--- config.mk ---
export PLATFORM = sky130hd
export DESIGN_NAME = palette_gradient_lut_core
export DESIGN_NICKNAME = d
export VERILOG_FILES = /design/src/rtl/core/pgl_pkg.sv /design/src/rtl/core/palette_gradient_lut_core.sv /design/src/rtl/core/pgl_blend.sv
export SDC_FILE = /design/constraint.sdc
export NUM_CORES = 2
export LEC_CHECK = 0
export BUFFER_PORTS_ARGS = -buffer_cell sky130_fd_sc_hd__buf_2
export CORE_MARGIN = 2
export CORE_UTILIZATION = 40
export CTS_CLUSTER_DIAMETER = 30
export DETAILED_ROUTE_END_ITERATION = 10
export HOLD_SLACK_MARGIN = 0.05
export MAX_ROUTING_LAYER = met4
export PLACE_DENSITY = 0.66
export SLEW_MARGIN = 20
export SYNTH_ARGS = -nofsm -noshare
export SYNTH_HDL_FRONTEND = slang
export SYNTH_SLANG_ARGS = --single-unit
--- constraint.sdc ---
create_clock -name clock -period 14.5 [get_ports clock]
set_input_delay 0.725 -clock clock [delete_from_list [all_inputs] [get_ports clock]]
set_output_delay 0.725 -clock clock [all_outputs]
set_load 0.05 [all_outputs]
--- src/rtl/core/pgl_pkg.sv ---
// shared constants, types and the divide-by-(table size - 1) helper
// for the palette gradient lookup core; no dependencies
`timescale 1ns / 1ps

package pgl_pkg;

   localparam int LUT_ENTRIES   = 256;
   localparam int PALETTE_DEPTH = 16;
   localparam int CHANNEL_BITS  = 16;

   localparam int LUT_D      = LUT_ENTRIES - 1;
   localparam int LUT_HALF_D = LUT_D / 2;

   localparam logic [CHANNEL_BITS-1:0] CHAN_FULL = '1;

   // floor(x / 255) = floor(x * 257 / 65536) or one more, for x below 255 * 2^16
   localparam logic [31:0] RECIP_D     = 32'd257;
   localparam int          RECIP_SHIFT = 16;

   typedef enum logic [0:0] {
      OP_LOAD  = 1'b0,
      OP_QUERY = 1'b1
   } op_type;

   typedef struct packed {
      logic en_mix;
      logic en_out;
   } blend_ctl_type;

   typedef struct packed {
      logic [15:0] quo;
      logic [7:0]  rem;
   } div_res_type;

   function automatic div_res_type div_by_d(input logic [23:0] x);
      logic [31:0] prod;
      logic [15:0] qe;
      logic [23:0] rem_e;
      div_res_type res;
      prod  = 32'(x) * RECIP_D;
      qe    = prod[RECIP_SHIFT +: 16];
      rem_e = x - 24'(qe) * 24'(LUT_D);
      if (rem_e >= 24'(LUT_D)) begin
         res.quo = qe + 16'd1;
         res.rem = 8'(rem_e - 24'(LUT_D));
      end else begin
         res.quo = qe;
         res.rem = 8'(rem_e);
      end
      return res;
   endfunction

endpackage

--- src/rtl/core/palette_gradient_lut_core.sv ---
// palette gradient lookup: up to 16 rgba control colors, linear blend per query
// a query's result item comes out of the four-register pipeline around the palette memory;
// one item per cycle when rsp_stall is low
// a load gives no result item
// reset (synchronous) empties the pipeline and sets the palette count to zero (gray ramp);
// palette memory is not cleared
`timescale 1ns / 1ps

module palette_gradient_lut_core (
   input  logic        clock,
   input  logic        reset,
   // request channel
   input  logic        req_valid,
   output logic        req_stall,
   input  logic [0:0]  req_operation,
   input  logic [3:0]  req_slot,
   input  logic [15:0] req_red_in,
   input  logic [15:0] req_green_in,
   input  logic [15:0] req_blue_in,
   input  logic [15:0] req_alpha_in,
   input  logic [7:0]  req_lut_index,
   // response channel
   output logic        rsp_valid,
   input  logic        rsp_stall,
   output logic [7:0]  rsp_index_out,
   output logic [15:0] rsp_red_out,
   output logic [15:0] rsp_green_out,
   output logic [15:0] rsp_blue_out,
   output logic [15:0] rsp_alpha_out
);

   localparam int NUM_CHAN = 4;

   // palette memory, one rgba word per slot: red in the top 16 bits
   logic [63:0] pal_mem [pgl_pkg::PALETTE_DEPTH];

   // palette count, 0 means gray ramp
   logic [4:0] count_ff;

   // stage valid bits
   logic v1_ff, v2_ff, v3_ff, vo_ff;

   // per-stage advance, back to front so bubbles collapse
   logic en1, en2, en3, en_o;
   pgl_pkg::blend_ctl_type blend_ctl;

   // accept side
   logic       req_acc;
   logic       load_acc;
   logic       query_acc;
   logic [7:0] idx_clamp;
   logic [3:0] n1_cur;

   // stage 1: clamped index and i*(n-1)
   logic [7:0]  i1_ff;
   logic [11:0] m1_ff;
   logic [11:0] m1_in;
   logic [3:0]  n1_ff;
   logic        gray1_ff;

   // stage 2: palette words and the blend weight
   pgl_pkg::div_res_type seg_div;
   logic [3:0]  k_raw, k_lo, k_hi;
   logic [63:0] rd_a_ff, rd_b_ff;
   logic [7:0]  r2_ff;
   logic [7:0]  i2_ff;
   logic        gray2_ff;

   // stage 3 and output
   logic [7:0]  i3_ff;
   logic [7:0]  idx_ff;
   logic [15:0] mix_a [NUM_CHAN];
   logic [15:0] mix_b [NUM_CHAN];
   logic [15:0] chan_out [NUM_CHAN];
   logic [7:0]  mix_r;

   // --- flow control ---
   assign en_o = !vo_ff || !rsp_stall;
   assign en3  = !v3_ff || en_o;
   assign en2  = !v2_ff || en3;
   assign en1  = !v1_ff || en2;

   assign blend_ctl.en_mix = en3;
   assign blend_ctl.en_out = en_o;

   assign req_stall = !en1;
   assign req_acc   = req_valid && en1;
   assign load_acc  = req_acc && (req_operation == pgl_pkg::OP_LOAD)
                      && ({1'b0, req_slot} < 5'(pgl_pkg::PALETTE_DEPTH));
   assign query_acc = req_acc && (req_operation == pgl_pkg::OP_QUERY);

   // --- stage 1 inputs ---
   // index past the table end clamps to the last entry
   assign idx_clamp = ({1'b0, req_lut_index} > 9'(pgl_pkg::LUT_D))
                      ? 8'(pgl_pkg::LUT_D) : req_lut_index;
   assign n1_cur    = 4'(count_ff - 5'd1);
   assign m1_in     = 12'(idx_clamp) * 12'(n1_cur);

   // --- stage 2: segment k = floor(m/D), weight r = m mod D ---
   always_comb begin
      seg_div = pgl_pkg::div_by_d(24'(m1_ff));
      k_raw   = seg_div.quo[3:0];
      k_lo    = (k_raw > n1_ff) ? n1_ff : k_raw;
      // upper neighbor stops at the last palette entry
      k_hi    = (k_lo >= n1_ff) ? n1_ff : k_lo + 4'd1;
   end

   // --- control state ---
   always_ff @(posedge clock) begin
      if (reset) begin
         count_ff <= '0;
         v1_ff    <= 1'b0;
         v2_ff    <= 1'b0;
         v3_ff    <= 1'b0;
         vo_ff    <= 1'b0;
      end else begin
         // a load always sets the count, even downward
         if (load_acc) begin
            count_ff <= 5'({1'b0, req_slot} + 5'd1);
         end
         if (en1) begin
            v1_ff <= query_acc;
         end
         if (en2) begin
            v2_ff <= v1_ff;
         end
         if (en3) begin
            v3_ff <= v2_ff;
         end
         if (en_o) begin
            vo_ff <= v3_ff;
         end
      end
   end

   // --- palette memory: one write port, two registered read ports ---
   // a query in stage 1 reads in the same edge a load writes: it sees the old word,
   // which matches item order since the load came later
   always_ff @(posedge clock) begin
      if (load_acc) begin
         pal_mem[req_slot] <= {req_red_in, req_green_in, req_blue_in, req_alpha_in};
      end
      if (en2) begin
         rd_a_ff <= pal_mem[k_lo];
         rd_b_ff <= pal_mem[k_hi];
      end
   end

   // --- payload pipeline ---
   always_ff @(posedge clock) begin
      if (en1) begin
         i1_ff    <= idx_clamp;
         m1_ff    <= m1_in;
         n1_ff    <= n1_cur;
         gray1_ff <= (count_ff == 5'd0);
      end
      if (en2) begin
         r2_ff    <= seg_div.rem;
         i2_ff    <= i1_ff;
         gray2_ff <= gray1_ff;
      end
      if (en3) begin
         i3_ff <= i2_ff;
      end
      if (en_o) begin
         idx_ff <= i3_ff;
      end
   end

   // --- blend operands ---
   // gray ramp is the blend of black to full at weight i; alpha blends full to full
   assign mix_r = gray2_ff ? i2_ff : r2_ff;

   for (genvar c = 0; c < NUM_CHAN; c++) begin : g_chan
      always_comb begin
         if (gray2_ff) begin
            mix_a[c] = (c == NUM_CHAN - 1) ? pgl_pkg::CHAN_FULL : 16'd0;
            mix_b[c] = pgl_pkg::CHAN_FULL;
         end else begin
            mix_a[c] = rd_a_ff[63 - 16*c -: 16];
            mix_b[c] = rd_b_ff[63 - 16*c -: 16];
         end
      end

      pgl_blend u_blend (
         .clock     (clock),
         .ctl       (blend_ctl),
         .color_a   (mix_a[c]),
         .color_b   (mix_b[c]),
         .weight    (mix_r),
         .color_out (chan_out[c])
      );
   end

   // --- response ---
   assign rsp_valid     = vo_ff;
   assign rsp_index_out = idx_ff;
   assign rsp_red_out   = chan_out[0];
   assign rsp_green_out = chan_out[1];
   assign rsp_blue_out  = chan_out[2];
   assign rsp_alpha_out = chan_out[3];

endmodule

--- src/rtl/core/pgl_blend.sv ---
// one color channel: weighted sum of two palette colors, then rounded
// divide by the table span; uses pgl_pkg
`timescale 1ns / 1ps

module pgl_blend (
   input  logic                  clock,
   input  pgl_pkg::blend_ctl_type ctl,
   input  logic [15:0]           color_a,
   input  logic [15:0]           color_b,
   input  logic [7:0]            weight,
   output logic [15:0]           color_out
);

   logic [23:0] num_ff;
   logic [23:0] num_in;
   logic [15:0] color_ff;
   pgl_pkg::div_res_type dv;

   // a*(D-r) + b*r + D/2
   always_comb begin
      num_in = 24'(color_a) * 24'(8'(pgl_pkg::LUT_D) - weight)
             + 24'(color_b) * 24'(weight)
             + 24'(pgl_pkg::LUT_HALF_D);
      dv     = pgl_pkg::div_by_d(num_ff);
   end

   always_ff @(posedge clock) begin
      if (ctl.en_mix) begin
         num_ff <= num_in;
      end
      if (ctl.en_out) begin
         color_ff <= dv.quo;
      end
   end

   assign color_out = color_ff;

endmodule

==> flow_summary_export.csv <==
group,metric,value,unit
cells_and_area,nets,14366,
clock_network,cts_max_path_buffers,4,
clock_network,hold_buffers,0,
setup_path,required,15120,ps
setup_path,reg2reg_from,"m1_ff[11]",
routing,drc,0,
clock_network,cts_tree,"yes",
logic_synthesis,synth-seq-cells,1379,
timing,max_freq,0.07560,GHz
cells_and_area,final_common_cell,"inv_1",
routing,wl_per_cell,21.09,µm
placed_design,dp_hpwl,237400,µm
global_route,grt_pass1_vias,91035,
cells_and_area,drive_above_1_share,0.1009,
logic_synthesis,muxShareOfSynthArea,0.09644,
setup_path,max_stage_delay,780,ps
logic_synthesis,yosysSeqAreaShare,0.3235,
clock_network,numCtsBuffers,297,
clock_network,cts_setup_buffers,0,
logic_synthesis,synthSimpleGateAreaFrac,0.1084,
cells_and_area,area_growth,12.25,%
setup_path,crit_path_frequent_cell,"ha_1",
placed_design,portBuffers,154,
setup_path,crit_path_start,"m1_ff[11]",
routing,antenna_left,0,
clock_network,root_buffer,"clkbuf_16",
clock_network,cts_resized,0,
run,maxCapViolations,0,
floorplan,initial_core_util,0.4019,
clock_network,htreeDepth,5,
floorplan,core_area,0.3178,mm²
cells_and_area,multiInputGateArea,0.07796,mm²
routing,firstDrtPassIters,6,
logic_synthesis,synth-async-reset-ratio,0,
cells_and_area,nFillCells,28972,
logic_synthesis,syn_area,0.1277,mm²
logic_synthesis,synth_edf_count,1370,
floorplan,row_count,207,
setup_path,crit_fanout,53,
clock_network,clock_latency,890,ps
setup_path,endpoint,"rd_b_ff[15]",
setup_path,crit_slowest_cell,"fa_1",
logic_synthesis,synth_nets,14390,
timing,slew_headroom,0.2063,
global_route,grt_first_pass_wirelength,536200,µm
floorplan,boundaryPins,155,
logic_synthesis,yosysUniqueCellTypes,90,
timing,hold_viol,0,
worst_hold_path,hold_class,"input pin to register",
routing,vias_per_cell,5.499,
global_route,grt_overflow,0,
logic_synthesis,synthXorXnorAreaFrac,0.01920,
cells_and_area,regArea,0.04132,mm²
setup_path,r2r_slack,1270,ps
logic_synthesis,synth-main-ff-cell,"edfxtp_1",
logic_synthesis,synth_top_family_by_area,"adder cells",
timing,worst_pin_slew,1191,ps
global_route,antenna_found_initial,50,
timing,slew_viol_final,0,
logic_synthesis,yosysWarnings,0,
routing,dr_total_vias,91059,
timing,timing.final.setup_violations,0,
timing,rsz0062_at_grt,"false",
routing,drtIter0Drc,7142,
timing,fin_tns_setup,0,ps
cells_and_area,final_cell_mix,"inv_1, edfxtp_1, fa_1",
clock_network,path_clk_slew,50,ps
logic_synthesis,syn_area_per_cell,10.54,µm²
setup_path,r2r_cells,42,
timing,fin_skew,52.18,ps
floorplan,die_area,0.3238,mm²
global_route,gr-usage-all-layers,0.2188,
setup_path,r2r_end,"rd_b_ff[15]",
logic_synthesis,synth_cells,12121,
run_status,status,"finished clean",
timing,period_share,0.9123,
setup_path,crit_arrival,13850,ps
setup_path,critPathKind,"register to register",
global_route,grt_max_degree,135,
logic_synthesis,synth-compound-area-share,0.09603,
clock_network,cts_num_sinks,1379,
logic_synthesis,synthAdderAreaFrac,0.2875,
floorplan,die_h,569.1,µm
placed_design,place_congestion,0.8703,
setup_path,end_kind,"register",
setup_path,startpoint_type,"register",
timing,finalCriticalPeriod,13230,ps
floorplan,die_x,569.1,µm
routing,wirelength,349300,µm
[logic make-up after synthesis]
logic type	Yosys count
muxes	1188
other	1
adders and majority gates	2188
xor gates and xnor gates	280
DFF	1379
AOI/OAI and AO/OA	1721
buffers and inverters	2244
and+or+nand+nor	3120
[registers in the layout, summed over array words and instances (netlist names), 4 cells and up]
signal	flops
n1_ff	4
rd_b_ff	64
m1_ff	12
i2_ff	8
rsp_index_out	8
rd_a_ff	64
i1_ff	8
i3_ff	8
g_chan.u_blend.num_ff	96
pal_mem	1024
g_chan.u_blend.color_out	64
count_ff	5
r2_ff	8
[final cells by class]
cell class / instances / area share
Antenna cell: 43 / 0.0007506
Clock buffer: 334 / 0.05377
Clock inverter: 203 / 0.01805
Inverter: 1600 / 0.04191
Multi-Input combinational cell: 8498 / 0.5438
Sequential cell: 1379 / 0.2882
Tap cell: 4180 / 0.03648
Timing Repair Buffer: 321 / 0.01700
[cell usage after synthesis, drive strengths merged (47+ instances only)]
cell    number  share of area
a32oi       63         0.0043
a211o      260          0.018
a21oi      300          0.012
ha         944          0.092
xnor2      227          0.016
a21o        50         0.0029
o221ai      69         0.0047
o211ai     152         0.0089
inv       1598          0.047
o211a       67         0.0053
xor2        53         0.0036
nor3       257          0.010
fa        1244           0.19
buf        177         0.0081
mux2       330          0.029
nand3       82         0.0032
o21ai      274          0.011
mux2i      857          0.067
o22ai       73         0.0036
nor2b       82         0.0040
edfxtp    1370           0.32
nand2b     304          0.015
nor2      1102          0.032
nand2     1041          0.031
a221o       64         0.0050
a211oi      83         0.0051
a31oi       91         0.0045
clkbuf     467          0.014
or2         59         0.0029
nand4       47         0.0023
[critical path: cells and delay by family (launching register included)]
family / cells / cell delay [ps]
compound gates: 11 / 3040
flops: 1 / 460
simple gates: 11 / 2310
mux: 3 / 720
xor+xnor: 3 / 1120
buf+inv: 6 / 2020
fa+ha+maj: 8 / 3190
[routing by layer]
layer  part of all wire  track usage  vias to the layer above
met2               0.48       0.3566                     3158
li1                   -            -                    41665
met1               0.42       0.2755                    45552
met3              0.073      0.03688                      684
met5                  0            -                        -
met4              0.033      0.07447                        0
[per-stage QoR]
step / instances / hold WS (ps) / setup slack, ps / utilization / cell area [µm²]
floorplan: 12121 / 400.3 / 2197 / - / 127700
global placement: 15977 / 401.6 / 1503 / 0.4183 / 132900
detailed placement: 15977 / 404.5 / 1499 / 0.4183 / 132900
CTS: 16514 / 59.53 / 1429 / 0.4507 / 143200
global route: 16547 / 97.59 / 473.3 / 0.4510 / 143300
finish: 16558 / 121.5 / 1272 / 0.4511 / 143400
[worst min path at each step]
| stage | start | end | slack (ps) | cells after the start |
|---|---|---|---|---|
| floorplan | gray1_ff | gray2_ff | 400 | 0 |
| global route | req_lut_index[0] | i1_ff[0] | 100 | 1 |
| detailed placement | i1_ff[5] | i2_ff[5] | 400 | 0 |
| finish | req_valid | v1_ff | 120 | 3 |
| global placement | i1_ff[5] | i2_ff[5] | 400 | 0 |
| CTS | req_valid | v1_ff | 60 | 3 |
Power is left out: the tool's default activity adds up to more than one toggle a clock period on the data nets, which glitch-free logic cannot reach.
